$ cat config.mk
export PLATFORM = sky130hd
export DESIGN_NAME = priority_ready_wait_scheduler
export DESIGN_NICKNAME = d
export VERILOG_FILES = /design/src/rtl/prws_pkg.sv /design/src/rtl/prws_ram.sv /design/src/rtl/priority_ready_wait_scheduler.sv
export SDC_FILE = /design/constraint.sdc
export NUM_CORES = 1
export LEC_CHECK = 0
export BUFFER_PORTS_ARGS = -buffer_cell sky130_fd_sc_hd__buf_2
export CORE_MARGIN = 3
export CORE_UTILIZATION = 45
export DETAILED_ROUTE_END_ITERATION = 8
export PLACE_DENSITY = 0.72
export SYNTH_ARGS = -nofsm -noshare
export SYNTH_HDL_FRONTEND = slang
export SYNTH_HIERARCHICAL = 1
export SYNTH_SLANG_ARGS = --single-unit
$ cat constraint.sdc
create_clock -name clk -period 6.9 [get_ports clk]
set_clock_uncertainty 0.1 [all_clocks]
set_input_delay 1.035 -clock clk [delete_from_list [all_inputs] [get_ports clk]]
set_output_delay 1.035 -clock clk [all_outputs]
set_load 0.02 [all_outputs]
$ cat src/rtl/prws_pkg.sv
// Shared field widths, codes and the task record layout of the ready/wait scheduler.
package prws_pkg;

	localparam int ID_W   = 8;
	localparam int PRIO_W = 3;
	localparam int TIME_W = 8;

	localparam int S_TDATA_W = 32;
	localparam int M_TDATA_W = 24;
	localparam int M_TUSER_W = 3;

	localparam logic OP_ADD = 1'b0;
	localparam logic OP_RUN = 1'b1;

	localparam logic OUT_BLOCK  = 1'b0;
	localparam logic OUT_FINISH = 1'b1;

	typedef enum logic [M_TUSER_W-1:0] {
		RES_ADDED    = 3'd0,
		RES_FULL     = 3'd1,
		RES_IDLE     = 3'd2,
		RES_BLOCKED  = 3'd3,
		RES_FINISHED = 3'd4,
		RES_RENEWED  = 3'd5
	} result_t;

	// Per-slot task record kept in the slot memory.
	typedef struct packed {
		logic [TIME_W-1:0] remaining;
		logic [PRIO_W-1:0] prio;
		logic [ID_W-1:0]   ident;
	} slot_rec_t;

endpackage

$ cat src/rtl/prws_ram.sv
// Simple dual-port synchronous RAM with one write port and one registered read port.
module prws_ram #(
	parameter int WIDTH = 8,
	parameter int DEPTH = 16
) (
	input  logic                     clk,
	input  logic                     we,
	input  logic [$clog2(DEPTH)-1:0] waddr,
	input  logic [WIDTH-1:0]         wdata,
	input  logic                     re,
	input  logic [$clog2(DEPTH)-1:0] raddr,
	output logic [WIDTH-1:0]         rdata
);

	logic [WIDTH-1:0] mem [DEPTH];

	always_ff @(posedge clk) begin
		if (we) begin
			mem[waddr] <= wdata;
		end
	end

	always_ff @(posedge clk) begin
		if (re) begin
			rdata <= mem[raddr];
		end
	end

endmodule

$ cat src/rtl/priority_ready_wait_scheduler.sv
// Top level of the ready/wait multilevel priority queue scheduler.
// An add word, or a run word that finds both sets empty, is finished in IDLE; a run word
// that finds a task also needs EXEC, during which no word is taken, set by the registered read of the slot memory
// followed by the write-back of the record, its link and the queue pointers.
// The result word is registered: an add or an empty run loads it when it is accepted,
// and a run that finds a task loads it from EXEC.
// Reset (arst_n low, asynchronous): every queue empty, every slot free; no clearing pass.
module priority_ready_wait_scheduler
	import prws_pkg::*;
#(
	parameter int PRIO_LEVELS = 6,
	parameter int TASK_SLOTS  = 16
) (
	input  logic                 clk,
	input  logic                 arst_n,
	input  logic                 s_tvalid,
	output logic                 s_tready,
	// task_id[7:0], task_prio[10:8], task_time[18:11], run_outcome[19],
	// renew_prio[22:20], renew_time[30:23], zero fill[31]
	input  logic [S_TDATA_W-1:0] s_tdata,
	// operation
	input  logic                 s_tuser,
	output logic                 m_tvalid,
	input  logic                 m_tready,
	// ran_id[7:0], ran_prio[10:8], left_time[18:11], zero fill[23:19]
	output logic [M_TDATA_W-1:0] m_tdata,
	// result_code
	output logic [M_TUSER_W-1:0] m_tuser
);

	localparam int NUM_Q  = 2 * PRIO_LEVELS;
	localparam int Q_W    = $clog2(NUM_Q);
	localparam int SLOT_W = $clog2(TASK_SLOTS);
	localparam int REC_W  = $bits(slot_rec_t);

	// The sequencer has two states: IDLE takes a word and, for a run, launches the slot
	// memory read at the head of the chosen queue; EXEC finishes the run with the record.
	typedef enum logic [1:0] {
		ST_IDLE = 2'b01,
		ST_EXEC = 2'b10
	} state_t;

	function automatic logic [PRIO_W-1:0] clamp_prio(input logic [PRIO_W-1:0] p);
		if (int'(p) >= PRIO_LEVELS) begin
			clamp_prio = PRIO_W'(PRIO_LEVELS - 1);
		end else begin
			clamp_prio = p;
		end
	endfunction

	state_t state_q;

	// Queue table. Index is set * PRIO_LEVELS + priority, ready set first. Heads and
	// tails are only looked at for occupied queues, so they carry no reset.
	logic [NUM_Q-1:0]      occ_q;
	logic [SLOT_W-1:0]     first_q [NUM_Q];
	logic [SLOT_W-1:0]     last_q  [NUM_Q];
	logic [TASK_SLOTS-1:0] free_q;

	// Run context carried from the accepting cycle into EXEC.
	logic [SLOT_W-1:0] slot_s1;
	logic [Q_W-1:0]    qd_s1;
	logic              one_s1;
	logic              outcome_s1;
	logic [PRIO_W-1:0] np_s1;
	logic [TIME_W-1:0] renew_time_s1;

	// Output register.
	logic              m_tvalid_q;
	result_t           res_q;
	logic [ID_W-1:0]   ran_id_q;
	logic [PRIO_W-1:0] ran_prio_q;
	logic [TIME_W-1:0] left_q;

	// Input word fields.
	logic              in_op;
	logic [ID_W-1:0]   in_id;
	logic [PRIO_W-1:0] in_prio;
	logic [TIME_W-1:0] in_time;
	logic              in_outcome;
	logic [PRIO_W-1:0] in_rprio;
	logic [TIME_W-1:0] in_rtime;

	logic take;
	logic take_add;
	logic take_run;

	// Searches over the occupied and free bits.
	logic              rdy_hit;
	logic              wait_hit;
	logic [Q_W-1:0]    rdy_q;
	logic [Q_W-1:0]    wait_q;
	logic [Q_W-1:0]    qd;
	logic              any_task;
	logic              free_hit;
	logic [SLOT_W-1:0] free_slot;
	logic [PRIO_W-1:0] add_prio;
	logic [Q_W-1:0]    qa;

	// Single read port on the queue table.
	logic [Q_W-1:0]    rq;
	logic [SLOT_W-1:0] rq_first;
	logic [SLOT_W-1:0] rq_last;
	logic              rq_occ;

	// EXEC datapath.
	slot_rec_t         rec_rd;
	logic [REC_W-1:0]  rec_rd_raw;
	logic [SLOT_W-1:0] link_rd;
	logic              ex_renew;
	logic [TIME_W-1:0] ex_rem;
	logic [PRIO_W-1:0] ex_prio;
	logic              ex_enq;
	logic [Q_W-1:0]    qe;
	result_t           ex_res;

	// Memory ports.
	logic              rec_we;
	logic [SLOT_W-1:0] rec_waddr;
	slot_rec_t         rec_wdata;
	logic              link_we;
	logic [SLOT_W-1:0] link_waddr;
	logic [SLOT_W-1:0] link_wdata;

	logic st_idle;
	logic st_exec;
	logic out_load;

	assign st_idle = (state_q == ST_IDLE);
	assign st_exec = (state_q == ST_EXEC);

	assign in_op      = s_tuser;
	assign in_id      = s_tdata[7:0];
	assign in_prio    = s_tdata[10:8];
	assign in_time    = s_tdata[18:11];
	assign in_outcome = s_tdata[19];
	assign in_rprio   = s_tdata[22:20];
	assign in_rtime   = s_tdata[30:23];

	// A new word is taken in IDLE once the result register is empty or draining this cycle,
	// so every result can be written into it without a stall.
	assign s_tready = st_idle && (!m_tvalid_q || m_tready);
	assign take     = s_tvalid && s_tready;
	assign take_add = take && (in_op == OP_ADD);
	assign take_run = take && (in_op == OP_RUN);

	// Best occupied queue: the lowest ready priority wins; with the ready set empty the
	// head of the best wait queue runs directly, since moving it to an empty ready set
	// and popping it again leaves the same state.
	always_comb begin
		rdy_hit  = 1'b0;
		wait_hit = 1'b0;
		rdy_q    = '0;
		wait_q   = '0;
		for (int p = PRIO_LEVELS - 1; p >= 0; p--) begin
			if (occ_q[p]) begin
				rdy_hit = 1'b1;
				rdy_q   = Q_W'(p);
			end
			if (occ_q[PRIO_LEVELS + p]) begin
				wait_hit = 1'b1;
				wait_q   = Q_W'(PRIO_LEVELS + p);
			end
		end
	end

	assign qd       = rdy_hit ? rdy_q : wait_q;
	assign any_task = rdy_hit || wait_hit;

	// Lowest-numbered free slot for an add.
	always_comb begin
		free_hit  = 1'b0;
		free_slot = '0;
		for (int s = TASK_SLOTS - 1; s >= 0; s--) begin
			if (free_q[s]) begin
				free_hit  = 1'b1;
				free_slot = SLOT_W'(s);
			end
		end
	end

	assign add_prio = clamp_prio(in_prio);
	assign qa       = Q_W'(add_prio);

	// EXEC: the record and link of the popped slot arrive from the memories.
	assign rec_rd   = slot_rec_t'(rec_rd_raw);
	assign ex_renew = (rec_rd.remaining == '0);
	assign ex_rem   = ex_renew ? renew_time_s1 : rec_rd.remaining - TIME_W'(1);
	assign ex_prio  = ex_renew ? np_s1 : rec_rd.prio;
	assign ex_enq   = ex_renew || (outcome_s1 == OUT_BLOCK);
	assign qe       = Q_W'(PRIO_LEVELS) + Q_W'(ex_prio);

	always_comb begin
		if (ex_renew) begin
			ex_res = RES_RENEWED;
		end else if (outcome_s1 == OUT_BLOCK) begin
			ex_res = RES_BLOCKED;
		end else begin
			ex_res = RES_FINISHED;
		end
	end

	// The queue table is read at one address a cycle: the enqueue target in EXEC, the
	// add target or the dequeue source while taking a word.
	always_comb begin
		if (st_exec) begin
			rq = qe;
		end else if (in_op == OP_ADD) begin
			rq = qa;
		end else begin
			rq = qd;
		end
	end

	assign rq_first = first_q[rq];
	assign rq_last  = last_q[rq];
	assign rq_occ   = occ_q[rq];

	// Record writes: a new task on add, the updated record at the end of a run.
	always_comb begin
		rec_we    = 1'b0;
		rec_waddr = slot_s1;
		rec_wdata = '{remaining: ex_rem, prio: ex_prio, ident: rec_rd.ident};
		if (st_exec) begin
			rec_we = 1'b1;
		end else if (take_add && free_hit) begin
			rec_we    = 1'b1;
			rec_waddr = free_slot;
			rec_wdata = '{remaining: in_time, prio: add_prio, ident: in_id};
		end
	end

	// Link writes: appending behind an existing tail points that tail at the new slot.
	always_comb begin
		link_we    = 1'b0;
		link_waddr = rq_last;
		link_wdata = slot_s1;
		if (st_exec) begin
			link_we = ex_enq && rq_occ;
		end else if (take_add && free_hit) begin
			link_we    = rq_occ;
			link_wdata = free_slot;
		end
	end

	prws_ram #(
		.WIDTH (REC_W),
		.DEPTH (TASK_SLOTS)
	) u_rec_ram (
		.clk   (clk),
		.we    (rec_we),
		.waddr (rec_waddr),
		.wdata (REC_W'(rec_wdata)),
		.re    (take_run),
		.raddr (rq_first),
		.rdata (rec_rd_raw)
	);

	prws_ram #(
		.WIDTH (SLOT_W),
		.DEPTH (TASK_SLOTS)
	) u_link_ram (
		.clk   (clk),
		.we    (link_we),
		.waddr (link_waddr),
		.wdata (link_wdata),
		.re    (take_run),
		.raddr (rq_first),
		.rdata (link_rd)
	);

	// Sequencer.
	always_ff @(posedge clk or negedge arst_n) begin
		if (!arst_n) begin
			state_q <= ST_IDLE;
		end else begin
			unique case (state_q)
				ST_IDLE: begin
					if (take_run && any_task) begin
						state_q <= ST_EXEC;
					end
				end
				ST_EXEC: begin
					state_q <= ST_IDLE;
				end
				default: begin
					state_q <= ST_IDLE;
				end
			endcase
		end
	end

	// Occupied and free bits. A queue whose head equals its tail empties when popped,
	// which happens already while taking the word so that EXEC sees it when it
	// appends to the same queue.
	always_ff @(posedge clk or negedge arst_n) begin
		if (!arst_n) begin
			occ_q  <= '0;
			free_q <= '1;
		end else begin
			if (take_add && free_hit) begin
				free_q[free_slot] <= 1'b0;
				occ_q[qa]         <= 1'b1;
			end
			if (take_run && any_task && (rq_first == rq_last)) begin
				occ_q[qd] <= 1'b0;
			end
			if (st_exec) begin
				if (ex_enq) begin
					occ_q[qe] <= 1'b1;
				end else begin
					free_q[slot_s1] <= 1'b1;
				end
			end
		end
	end

	// Heads and tails.
	always_ff @(posedge clk) begin
		if (take_add && free_hit) begin
			if (!rq_occ) begin
				first_q[qa] <= free_slot;
			end
			last_q[qa] <= free_slot;
		end
		if (st_exec) begin
			// Advance the head of the popped queue past the slot that ran.
			if (!one_s1) begin
				first_q[qd_s1] <= link_rd;
			end
			if (ex_enq) begin
				if (!rq_occ) begin
					first_q[qe] <= slot_s1;
				end
				last_q[qe] <= slot_s1;
			end
		end
	end

	// Run context.
	always_ff @(posedge clk) begin
		if (take_run) begin
			slot_s1       <= rq_first;
			qd_s1         <= qd;
			one_s1        <= (rq_first == rq_last);
			outcome_s1    <= in_outcome;
			np_s1         <= clamp_prio(in_rprio);
			renew_time_s1 <= in_rtime;
		end
	end

	// Result register. Add words and empty runs answer at once; a run that found a task
	// answers from EXEC.
	assign out_load = st_exec || take_add || (take_run && !any_task);

	always_ff @(posedge clk or negedge arst_n) begin
		if (!arst_n) begin
			m_tvalid_q <= 1'b0;
		end else if (out_load) begin
			m_tvalid_q <= 1'b1;
		end else if (m_tready) begin
			m_tvalid_q <= 1'b0;
		end
	end

	always_ff @(posedge clk) begin
		if (st_exec) begin
			res_q      <= ex_res;
			ran_id_q   <= rec_rd.ident;
			ran_prio_q <= rec_rd.prio;
			left_q     <= ex_rem;
		end else if (out_load) begin
			if (take_add) begin
				res_q <= free_hit ? RES_ADDED : RES_FULL;
			end else begin
				res_q <= RES_IDLE;
			end
			ran_id_q   <= '0;
			ran_prio_q <= '0;
			left_q     <= '0;
		end
	end

	assign m_tvalid = m_tvalid_q;
	assign m_tuser  = M_TUSER_W'(res_q);
	assign m_tdata  = {(M_TDATA_W - ID_W - PRIO_W - TIME_W)'(0), left_q, ran_prio_q, ran_id_q};

endmodule

# --- Word level (Yosys, flattened, before mapping) ---
# Memory sizes are Yosys's and may differ from the RTL's. A register that Yosys moved wholly into a read port is not among the register bits.
# Index checks and enable logic that the tools add are counted.
totals:
  regBits: 74
  output_inout_bits: 29
  mem_count: 4
  input_bits: 37
  mem_bits_rw: 464
  elab_cells: 199
memory_table:
  columns: ["memory", "words", "width", "read_ports", "rd_clocked_by_memory_dff", "wr", "line", "text"]
  rows:
  - ["u_rec_ram.mem", 16, 19, 1, 1, 1, "prws_ram.sv:15", "logic [WIDTH-1:0] mem [DEPTH];"]
  - ["u_link_ram.mem", 16, 4, 1, 1, 1, "prws_ram.sv:15", null]
  - ["first_q", 12, 4, 1, 0, 2, "priority_ready_wait_scheduler.sv:56", "logic [SLOT_W-1:0] first_q [NUM_Q];"]
  - ["last_q", 12, 4, 1, 0, 1, "priority_ready_wait_scheduler.sv:57", "logic [SLOT_W-1:0] last_q [NUM_Q];"]
classes:
  magnitude_cmp: 13
  n_reduce_logical: 26
  n_mux: 127
  bitwise: 9
  n_eq_ne: 4
  addsub: 2
op_table:
  columns: ["operator", "n"]
  rows:
  - ["$mux W4", 35]
  - ["$mux W1", 60]
  - ["$mux W12", 4]
  - ["$mux W16", 3]
  - ["$mux W19", 2]
  - ["$mux W8", 4]
  - ["$mux W3", 10]
  - ["$lt A4 B5 Y1 const B", 5]
  - ["$and A16 B16 Y16", 1]
  - ["$demux W1 S4", 4]
  - ["$ge A4 B1 Y1 const B", 4]
  - ["$not A16 Y16", 1]
  - ["$or A16 B16 Y16", 1]
  - ["$logic_and A1 B1 Y1", 14]
  - ["$and A12 B12 Y12", 1]
  - ["$not A12 Y12", 1]
  - ["$or A12 B12 Y12", 1]
  - ["$or A12 B8 Y12", 1]
  - ["$logic_not A8 Y1", 1]
  - ["$reduce_or A4 Y1", 2]
  - ["$sub A8 B1 Y8 const B", 1]
  - ["$ge A3 B3 Y1 const B", 2]
  - ["$mux W2", 3]
  - ["$logic_or A1 B1 Y1", 5]
  - ["other kinds (12)", 15]

# --- Depth between registers and ports, before layout ---
# Gate-level depths: netlist of run 1.
logic_depth:
  ltp_word: 26
  ltp_mapped: 22
  ltp_nobuf: 16

# --- By module ---
# Netlist of run 1, hierarchy kept.
modules_own_cells:
  columns: ["mod", "area_each_um2", "seq_area_each_um2", "n_inst", "cells_per_inst"]
  rows:
  - ["prws_ram (u_rec_ram)", 12035.3, 9699.3, 1, 507]
  - ["priority_ready_wait_scheduler", 10129.7, 4971.0, 1, 935]
  - ["prws_ram (u_link_ram)", 2706.3, 2042.0, 1, 130]

# --- Worst setup path before layout of run 1 ---
# Ideal clock, no wire load.
synth_path:
  path_type: "register to register"
  start: "register u_rec_ram.rdata[11], read port of u_rec_ram.mem"
  end: "memory u_link_ram/mem[0][0] (netlist name) (enable)"
  setup_time_ns: 0.361
  stages_incl_launch_ff: 20
  slack_ns: 1.075
  arrival_time_ns: 5.363
  synth_period_minus_slack_ns: 5.825
  required_ns: 6.439
  path_buffers: 4
  cell_sequence: "edfxtp_1 > inv_1 > ha_1 > or3b_2 > or2_1 > buf_2 > mux2_2 > clkinv_1 > buf_4 > ha_1 > clkbuf_1 > buf_1 > mux2i_1 > o22ai_1 > a211o_1 > mux4_2 > mux2i_1 > inv_1 > or3b_2 > nor3_1"
synth_between:
  elab_cells_between_ends: 13
  classes_between: "1 x add/sub; 8 x mux; 3 x reduce/logical; 1 x memory"
synth_lines:
  columns: ["element", "line", "text"]
  rows:
  - ["from (decl)", "prws_ram.sv:12", "output logic [WIDTH-1:0] rdata"]
  - ["$logic_not A8 Y1", "priority_ready_wait_scheduler.sv:187", "assign ex_renew = (rec_rd.remaining == '0);"]
  - ["$mux W3", "priority_ready_wait_scheduler.sv:189", "assign ex_prio = ex_renew ? np_s1 : rec_rd.prio;"]
  - ["$add A3 B3 Y4", "priority_ready_wait_scheduler.sv:191", "assign qe = Q_W'(PRIO_LEVELS) + Q_W'(ex_prio);"]
  - ["$mux W4", "priority_ready_wait_scheduler.sv:206", "if (st_exec) begin"]
  - ["$mem_v2 Z12 W4", null, null]
  - ["via link_waddr[2]", "priority_ready_wait_scheduler.sv:122", "logic [SLOT_W-1:0] link_waddr;"]
  - ["to (decl)", "prws_ram.sv:15", null]
# The timed path passes the listed nets, and every way through them passes these cells. The select of a mux whose other input is x is not followed.

# --- Worst setup path in the final report of run 1 ---
# Ends and elaborated chain as after synthesis.

==> run summary, run 1 <==
H-tree levels: 2
Top delay family on crit path: simple AND/OR/NAND/NOR gates
ANT cells: 0
Cell Area, Synth: 24,900 um^2
Post-synth EDFFs: 530
Clock buffer count from CTS: 55
Seq/Total Area, Yosys: 67.2%
CTS sink cnt: 561
CP Cell Sequence: inv_1, ha_1, or3b_2, or2_1, mux2_2, clkinv_1, ha_2, buf_4, mux2i_1, o22ai_1, a211o_1, mux4_2, mux2i_1, inv_1, or3b_2, nor3_1
Drt first pass iters: 6
Kind of end point of the critical path: flip-flop
IO Count: 66
Largest net degree at the start of global routing: 95
Setup_tns: 0 ns
FFs w/ async S/R, synth: 5.53%
# rows: 85
CORE AREA: 54,200 um^2
Number of global-route vias before repair: 14,900
Initial DRC Count: 1,697
DIE HEIGHT: 241 um
Clk_lat worst skew: 0.62 ns
CTS clk-pin slew, worst paths: 0.06 ns
Yosys cell types: 68
Placer congestion estimate: 0.959
Worst-path maximum fanout: 16
Routed wire length: 59.7 mm
Die footprint: 58,100 um^2
RSZ-0062 raised after global routing: no
Leakage power total: 9.60 nW
Yosys reg bits: 561
Syn avg cell area: 15.8 um^2
CTS tree: done
Required @ worst endpoint: 7.05 ns
HP Class: in2async
Status: finished clean
Hold Fails Final Rpt: 0
Worst Setup Start Kind: flip-flop
CP max stage cell: ha_2
Total gr overflow: 0
P&R area growth vs syn: 12.7%
Final nets: 1,696
Post_cts resized: 0
Synth Instances: 1,572
Antenna Violating Nets Remaining: 0
Wirelength per Cell: 24.9 um
Worst VDD drop: 0.000270 V
Worst-Margin Slew: 1.24 ns
CP Buf/Inv Count: 4
Cell taking the most area after synthesis: edfxtp_1
DR DRC count: 0
Layout Utilization: 51.7%
Clk buf depth: 3
Power Dens Cells: 353 nW/um^2
F_max: 154 MHz
Initial core utilization: 45.9%
Post-route minimum period: 6.49 ns
Tot Pwr: 9.91 mW
Synth Flop Type: edfxtp_1
Final setup violation count: 0
Post-synth top cells: edfxtp_1, nand2_1, mux4_2
Max Slew Vio Count: 0
Via density: 6.21
Total track usage: 20.8%
Count leader, synth: edfxtp_1
Max_cap viols: 0
Yosys warnings: 6
Initial antenna violation count: 1
Layout cell share with drive strength beyond 1: 24.0%
Arrival time worst endpoint: 6.64 ns
Largest stage delay, worst path: 0.71 ns
Post-CTS Hold Fix Bufs: 0
Synth top area share: 64.0%
HPWL Detailed: 37.5 mm
Buffers on Ports: 59
CP Class: reg2reg
Post-CTS Repair Setup Buffers: 0
Ranking of synthesized cells by area: edfxtp_1, mux4_2, mux2i_1
Clk root buf: clkbuf_16
First-pass GRT wire length: 90.5 mm
Slew headroom: 17.4%
Via count: 14,900
Die span in x: 241 um
Period utilization: 94.1%
[kinds of logic after synthesis]
| logic type | count (synthesis) | share of synthesized area, % |
|---|---|---|
| AO/OA/AOI/OAI | 252 | 6.82 |
| buffers and inverters | 121 | 2.34 |
| AND/OR/NAND/NOR | 382 | 7.24 |
| other | 1 | 0.0151 |
| flip-flops | 561 | 67.2 |
| XOR/XNOR | 7 | 0.277 |
| multiplexers | 244 | 15.9 |
| adder cells (fa/ha/maj) | 4 | 0.201 |
[worst paths after layout]
path	end	start	cells after the start	slack [ns]
max reg2reg	u_link_ram/mem[0][0]$_DFFE_PP_	u_rec_ram/rdata[11]$_DFFE_PP_	16	0.41
min reg2reg	free_q[10]$_DFF_PN1_	free_q[10]$_DFF_PN1_	2	0.41
min	occ_q[7]$_DFF_PN0_	arst_n	1	0.37
min in group clk	free_q[10]$_DFF_PN1_	free_q[10]$_DFF_PN1_	2	0.41
max	u_link_ram/mem[0][0]$_DFFE_PP_	u_rec_ram/rdata[11]$_DFFE_PP_	16	0.41
max in group asynchronous	m_tvalid$_DFFE_PN0P_	arst_n	1	5.87
[state kept, by name, indices dropped and copies added, names as in the netlist, 2 cells and up]
name              cells
np_s1                 3
free_q               16
u_rec_ram/mem       304
m_tuser               3
u_rec_ram/rdata      19
qd_s1                 4
first_q              48
ran_id_q              8
renew_time_s1         8
last_q               48
ran_prio_q            3
state_q               2
u_link_ram/mem       64
occ_q                12
slot_s1               4
u_link_ram/rdata      4
left_q                8
[per-stage QoR]
step           setup slack (ns)  hold slack, ns  instances  cell area, um^2
2_1_floorplan              1.08           0.369       1576            24900
3_3_place_gp              0.593           0.388       2294            26200
3_5_place_dp              0.433           0.409       2294            26200
4_1_cts                   0.415           0.367       2397            28000
5_1_grt                   0.125           0.409       2397            28000
6_report                  0.408           0.373       2397            28000
[layout make-up]
class	count	area, um^2
fill	4365	26200
sequential	561	16700
multi-input combinational	894	7720
clock buffer	69	1500
tap	696	871
timing repair buffer	119	783
clock inverter	34	358
inverter	24	90.1
[metal layers]
layer,vias up,global-route usage [%],wire [um]
li1,6424,-,-
met1,7596,28.2,23600
met2,718,33.9,29100
met3,149,4.47,5290
met4,2,6.61,1690
met5,-,0,18
[power breakdown]
part           total (mW)  internal, mW  leakage [nW]  switching (mW)
combinational        2.60          1.07          3.54            1.52
sequential           4.26          4.16          5.14           0.103
clock                3.05          1.77         0.913            1.28
total                9.91          7.00          9.60            2.90
[layout by cell type (no fill, tap or decap), types with 24 or more instances in the layout]
master | netlist | final
edfxtp_1 | 530 | 530
nand2_1 | 122 | 122
mux4_2 | 97 | 97
nor2_1 | 96 | 79
mux2i_1 | 77 | 77
buf_2 | 9 | 59
o21ai_0 | 64 | 57
buf_4 | 7 | 57
clkbuf_16 | 0 | 56
mux2_2 | 43 | 43
a22oi_1 | 43 | 43
nand3_1 | 34 | 34
a21oi_1 | 32 | 32
and3_1 | 26 | 26
o22ai_1 | 25 | 25
nor3_1 | 30 | 24
Power figures use the tool's default switching activity.
==> run 2, diff against run 1 <==
SYNTH_HIERARCHICAL = unset   (was 1)
==> run summary, run 2 <==
Synth Flop Type: edfxtp_1 (unchanged)
Tot Pwr: 9.33 mW (was 9.91 mW)
Worst-path maximum fanout: 14 (was 16)
Layout Utilization: 51.3% (was 51.7%)
Worst Setup Start Kind: flip-flop (unchanged)
P&R area growth vs syn: 12.4% (was 12.7%)
Count leader, synth: edfxtp_1 (unchanged)
Antenna Violating Nets Remaining: 0 (unchanged)
FFs w/ async S/R, synth: 5.53% (unchanged)
Max Slew Vio Count: 0 (unchanged)
Initial DRC Count: 2,186 (was 1,697)
H-tree levels: 2 (unchanged)
Power Dens Cells: 337 nW/um^2 (was 353 nW/um^2)
Clock buffer count from CTS: 53 (was 55)
Die footprint: 57,600 um^2 (was 58,100 um^2)
Setup_tns: 0 ns (unchanged)
Commonest non-fill, non-tap cell in the layout: edfxtp_1 (unchanged)
HP Class: in2async (unchanged)
Period utilization: 91.1% (was 94.1%)
Die span in x: 240 um (was 241 um)
RSZ-0062 raised after global routing: no (unchanged)
Yosys cell types: 81 (was 68)
IO Count: 66 (unchanged)
Buffers on Ports: 59 (unchanged)
F_max: 159 MHz (was 154 MHz)
Yosys reg bits: 561 (unchanged)
CP Class: reg2reg (unchanged)
Leakage power total: 9.21 nW (was 9.60 nW)
Multi-input gate area: 7410 um^2 (was 7720 um^2)
Worst-Margin Slew: 1.38 ns (was 1.24 ns)
Placed cell area: 26,000 um^2 (was 26,200 um^2)
Placer congestion estimate: 0.921 (was 0.959)
Max_cap viols: 0 (unchanged)
Yosys warnings: 0 (was 6)
Worst VDD drop: 0.000199 V (was 0.000270 V)
First-pass GRT wire length: 96.5 mm (was 90.5 mm)
Initial core utilization: 45.6% (was 45.9%)
Final worst setup slack: 0.617 ns (was 0.408 ns)
Synth top area share: 64.6% (was 64.0%)
Total gr overflow: 0 (unchanged)
Initial antenna violation count: 0 (was 1)
Post_cts resized: 0 (unchanged)
ANT cells: 0 (unchanged)
DIE HEIGHT: 240 um (was 241 um)
Hold slack: 0.392 ns (was 0.373 ns)
Arrival time worst endpoint: 6.49 ns (was 6.64 ns)
Wirelength per Cell: 23.5 um (was 24.9 um)
Synth Instances: 1,932 (was 1,572)
CTS sink cnt: 561 (unchanged)
Register with the most flip-flops: u_rec_ram.mem (was u_rec_ram/mem)
HPWL Detailed: 38.7 mm (was 37.5 mm)
Final nets: 2,029 (was 1,696)
Slew headroom: 7.75% (was 17.4%)
Register area: 16,700 um^2 (unchanged)
Fillers: 4,480 (was 4,365)
# rows: 85 (unchanged)
Ranking of synthesized cells by area: edfxtp_1, nand2_1, a21oi_1 (was edfxtp_1, mux4_2, mux2i_1)
Post-CTS Hold Fix Bufs: 0 (unchanged)
Largest regs: u_rec_ram.mem (304), u_link_ram.mem (64) (was u_rec_ram/mem (304), u_link_ram/mem (64))
Layout cell share with drive strength beyond 1: 16.6% (was 24.0%)
Reg2reg setup slack: 0.62 ns (was 0.41 ns)
CORE AREA: 54,000 um^2 (was 54,200 um^2)
Final setup violation count: 0 (unchanged)
Status: finished clean (unchanged)
Placed Cells: 2,629 (was 2,294)
Seq/Total Area, Yosys: 67.8% (was 67.2%)
Via count: 17,000 (was 14,900)
CTS clk-pin slew, worst paths: 0.06 ns (about the same)
Total track usage: 21.8% (was 20.8%)
Via density: 6.25 (was 6.21)
Routed wire length: 63.9 mm (was 59.7 mm)
Cell taking the most area after synthesis: edfxtp_1 (unchanged)
Max reg flops: 304 (unchanged)
Syn avg cell area: 12.8 um^2 (was 15.8 um^2)
Post-synth EDFFs: 530 (unchanged)
Clk_lat worst skew: 0.61 ns (was 0.62 ns)
CTS tree: done (unchanged)
Post-place setup slack: 0.800 ns (was 0.433 ns)
Largest net degree at the start of global routing: 94 (was 95)
DR DRC count: 0 (unchanged)
Post-route minimum period: 6.28 ns (was 6.49 ns)
Post-route cell area: 27,700 um^2 (was 28,000 um^2)
Cell Area, Synth: 24,600 um^2 (was 24,900 um^2)
Drt first pass iters: 5 (was 6)
Hold Fails Final Rpt: 0 (unchanged)
Post-CTS Repair Setup Buffers: 0 (unchanged)
Number of global-route vias before repair: 16,600 (was 14,900)
Post-synth top cells: edfxtp_1, nand2_1, a21oi_1 (was edfxtp_1, nand2_1, mux4_2)
Kind of end point of the critical path: flip-flop (unchanged)
Non-filler instance count after layout: 2,725 (was 2,397)
Required @ worst endpoint: 7.10 ns (was 7.05 ns)
Clk root buf: clkbuf_16 (unchanged)
Clk buf depth: 3 (unchanged)
Commonest cells after routing, fill and taps aside: edfxtp_1, nand2_1, a21oi_1 (was edfxtp_1, nand2_1, mux4_2)
[run 2: cell types whose count changed after synthesis, sizes merged, moves of 16 or more]
cell    delta
a21oi    +136
buf       +22
mux2i     -25
a32o      +46
nor4      +29
clkbuf    +16
o21ai     +97
a22oi     -43
and3      -22
o221ai    +16
nand2    +146
mux4     -104
nand3     +82
[run 2: worst max-delay path: stages, from the launching register on]
cell	delay [ns]
edfxtp_1	0.45
inv_1	0.12
ha_1	0.21
or3b_2	0.56
nor2_8	0.24
mux2i_1	0.46
ha_1	0.32
nand2_1	0.18
a21boi_4	0.56
mux2i_1	0.15
mux2i_1	0.36
o22ai_1	0.28
o211ai_2	0.75
buf_12	0.24
a21oi_1	0.06
nor4_1	0.66
o221ai_1	0.25
[run 2: worst paths after layout]
path	startpoint	endpoint	cells past startpoint
min in group clk	free_q[9]$_DFF_PN1_	free_q[9]$_DFF_PN1_	2
hold reg to reg	free_q[9]$_DFF_PN1_	free_q[9]$_DFF_PN1_	2
setup / recovery	u_rec_ram.rdata[11]$_DFFE_PP_	u_rec_ram.rdata[13]$_DFFE_PP_	16
setup reg to reg	u_rec_ram.rdata[11]$_DFFE_PP_	u_rec_ram.rdata[13]$_DFFE_PP_	16
max in group asynchronous	arst_n	occ_q[10]$_DFF_PN0_	1
hold / removal	arst_n	occ_q[0]$_DFF_PN0_	1
[run 2: logic make-up (layout without fill, tap and decap cells)]
logic type	Yosys count	count (layout)	synth area share (%)
AO/OA/AOI/OAI	480	480	12.2
adder cells (fa/ha/maj)	4	4	0.203
other	1	5	0.0152
AND/OR/NAND/NOR	610	610	11.4
multiplexers	114	114	5.30
XOR/XNOR	7	7	0.249
flip-flops	561	561	67.8
buffers and inverters	155	248	2.83
[run 2: cell type report]
| class | count | share of cell area, % |
|---|---|---|
| Multi-Input combinational cell | 1220 | 26.7 |
| Tap cell | 696 | 3.14 |
| Inverter | 20 | 0.271 |
| Sequential cell | 561 | 60.3 |
| Timing Repair Buffer | 132 | 3.31 |
| Clock buffer | 61 | 4.90 |
| Clock inverter | 35 | 1.31 |
[run 2: routing by layer]
layer	track usage (%)	share of wire (%)	vias to the layer above
li1	-	-	7467
met1	30.8	40	8498
met2	34.7	47	951
met3	3.69	9.9	124
met4	7.07	2.4	0
met5	0	0	-
[run 2: power breakdown]
part | total [mW] | switching (mW) | internal, mW
Clock | 2.89 | 1.25 | 1.64
Combinational | 2.23 | 1.47 | 0.765
Sequential | 4.21 | 0.0908 | 4.12
Total | 9.33 | 2.81 | 6.52
==> run 3, diff against run 2 <==
BUFFER_PORTS_ARGS = unset   (was -buffer_cell sky130_fd_sc_hd__buf_2)
DONT_BUFFER_PORTS = 1   (was unset)
PLACE_DENSITY = 0.71   (was 0.72)
==> run summary, run 3 (synthesis gave the netlist of run 2 again) <==
Status: finished clean (unchanged)
Final nets: 1,978 (was 2,029)
Hold Fails Final Rpt: 0 (unchanged)
F_max: 168 MHz (was 159 MHz)
Largest net degree at the start of global routing: 93 (was 94)
Largest regs: u_rec_ram.mem (304), u_link_ram.mem (64) (unchanged)
Multi-input gate area: 7400 um^2 (was 7410 um^2)
Max reg flops: 304 (unchanged)
Worst Setup Start Kind: flip-flop (unchanged)
Drt first pass iters: 6 (was 5)
ANT cells: 0 (unchanged)
First-pass GRT wire length: 94.7 mm (was 96.5 mm)
Clock buffer count from CTS: 53 (unchanged)
Clk root buf: clkbuf_16 (unchanged)
Antenna Violating Nets Remaining: 0 (unchanged)
Tot Pwr: 9.18 mW (was 9.33 mW)
Clk_lat worst skew: 0.60 ns (was 0.61 ns)
Via count: 16,700 (was 17,000)
Largest stage delay, worst path: 0.59 ns (was 0.75 ns)
Total gr overflow: 0 (unchanged)
Top delay family on crit path: simple AND/OR/NAND/NOR gates (was compound AO/OA/AOI/OAI gates)
Post-CTS Repair Setup Buffers: 0 (unchanged)
Placer congestion estimate: 0.913 (was 0.921)
Routed wire length: 62.3 mm (was 63.9 mm)
CP Class: reg2reg (unchanged)
Die span in x: 240 um (unchanged)
Worst-path maximum fanout: 12 (was 14)
CTS tree: done (unchanged)
Initial antenna violation count: 0 (unchanged)
Max Slew Vio Count: 0 (unchanged)
Initial DRC Count: 1,795 (was 2,186)
DR DRC count: 0 (unchanged)
Layout cell share with drive strength beyond 1: 14.5% (was 16.6%)
Register area: 16,700 um^2 (unchanged)
CP max stage cell: nor4_1 (was o211ai_2)
Arrival time worst endpoint: 6.15 ns (was 6.49 ns)
Final setup violation count: 0 (unchanged)
HP Class: in2async (unchanged)
# rows: 85 (unchanged)
Worst VDD drop: 0.000251 V (was 0.000199 V)
Power Dens Cells: 336 nW/um^2 (was 337 nW/um^2)
CTS clk-pin slew, worst paths: 0.06 ns (about the same)
Post-place setup slack: 1.02 ns (was 0.800 ns)
Period utilization: 86.4% (was 91.1%)
Final worst setup slack: 0.939 ns (was 0.617 ns)
Initial core utilization: 45.6% (unchanged)
Via density: 6.25 (about the same)
Die footprint: 57,600 um^2 (unchanged)
Register with the most flip-flops: u_rec_ram.mem (unchanged)
Slew headroom: 6.09% (was 7.75%)
Leakage power total: 8.96 nW (was 9.21 nW)
Hold slack: 0.0342 ns (was 0.392 ns)
Post-route minimum period: 5.96 ns (was 6.28 ns)
Number of global-route vias before repair: 16,100 (was 16,600)
P&R area growth vs syn: 10.9% (was 12.4%)
Setup_tns: 0 ns (unchanged)
Post-CTS Hold Fix Bufs: 0 (unchanged)
Total track usage: 21.3% (was 21.8%)
IO Count: 66 (unchanged)
Fillers: 4,543 (was 4,480)
CTS sink cnt: 561 (unchanged)
CORE AREA: 54,000 um^2 (unchanged)
Wirelength per Cell: 23.3 um (was 23.5 um)
RSZ-0062 raised after global routing: no (unchanged)
Commonest non-fill, non-tap cell in the layout: edfxtp_1 (unchanged)
Kind of end point of the critical path: flip-flop (unchanged)
H-tree levels: 2 (unchanged)
Buffers on Ports: 0 (was 59)
Post_cts resized: 0 (unchanged)
DIE HEIGHT: 240 um (unchanged)
CP Cell Sequence: inv_1, ha_1, or3b_2, nor2_8, mux2i_1, ha_1, nand2_1, a21boi_4, buf_4, mux2i_1, mux2_4, mux4_2, o211ai_2, buf_12, a21oi_1, nor4_1, o221ai_1 (was inv_1, ha_1, or3b_2, nor2_8, mux2i_1, ha_1, nand2_1, a21boi_4, mux2i_1, mux2i_1, o22ai_1, o211ai_2, buf_12, a21oi_1, nor4_1, o221ai_1)
HPWL Detailed: 38.9 mm (was 38.7 mm)
Worst-Margin Slew: 1.41 ns (was 1.38 ns)
Required @ worst endpoint: 7.09 ns (was 7.10 ns)
Commonest cells after routing, fill and taps aside: edfxtp_1, nand2_1, a21oi_1 (unchanged)
Clk buf depth: 3 (unchanged)
CP Buf/Inv Count: 3 (was 2)
Max_cap viols: 0 (unchanged)
==> run 3: cell count changes in the layout (fill, tap and decap cells not counted), moves of 2 or more <==
cell	delta
buf_2	-59
buf_4	+11
buf_12	-3
clkbuf_1	-2
clkinv_2	+3
bufinv_16	-3
==> run 3: path summary, 6_finish.rpt <==
check,slack (ns),depth (start not counted),from,to
worst max-delay path,0.94,17,u_rec_ram.rdata[11]$_DFFE_PP_,u_rec_ram.rdata[11]$_DFFE_PP_
worst min-delay path,0.03,0,arst_n,m_tvalid$_DFFE_PN0P_
worst max register to register,0.94,17,u_rec_ram.rdata[11]$_DFFE_PP_,u_rec_ram.rdata[11]$_DFFE_PP_
worst min register to register,0.42,2,free_q[0]$_DFF_PN1_,free_q[0]$_DFF_PN1_
max in group asynchronous,6.48,0,arst_n,free_q[2]$_DFF_PN1_
min in group clk,0.42,2,free_q[0]$_DFF_PN1_,free_q[0]$_DFF_PN1_
==> run 3: layout make-up <==
type                            count  share of cell area, %
Inverter                           20                  0.275
Multi-Input combinational cell   1220                   27.1
Clock buffer                       60                   4.98
Sequential cell                   561                   61.1
Clock inverter                     34                  0.984
Timing Repair Buffer               81                   2.36
Tap cell                          696                   3.19
==> run 3: per-layer routing <==
metal / vias to the layer above / track usage, % / wire length [um]
met4: 0 / 7.78 / 1880
met5: - / 0 / 0
met1: 8237 / 30.2 / 25500
met3: 141 / 3.52 / 6060
met2: 971 / 33.5 / 28900
li1: 7339 / - / -
==> run 3: where the power goes <==
| part | leakage (nW) | internal (mW) | switching, mW |
|---|---|---|---|
| combinational | 3.04 | 0.762 | 1.45 |
| clock | 0.810 | 1.53 | 1.22 |
| sequential | 5.11 | 4.12 | 0.103 |
| total | 8.96 | 6.41 | 2.77 |
==> run 3: per-stage QoR <==
stage	cells	util, %	instance area (um^2)
after floorplan	1936	-	24700
after global placement	2578	47.6	25700
after detailed placement	2578	47.6	25700
after CTS	2672	50.6	27300
final	2672	50.6	27300
after global routing	2672	50.6	27300
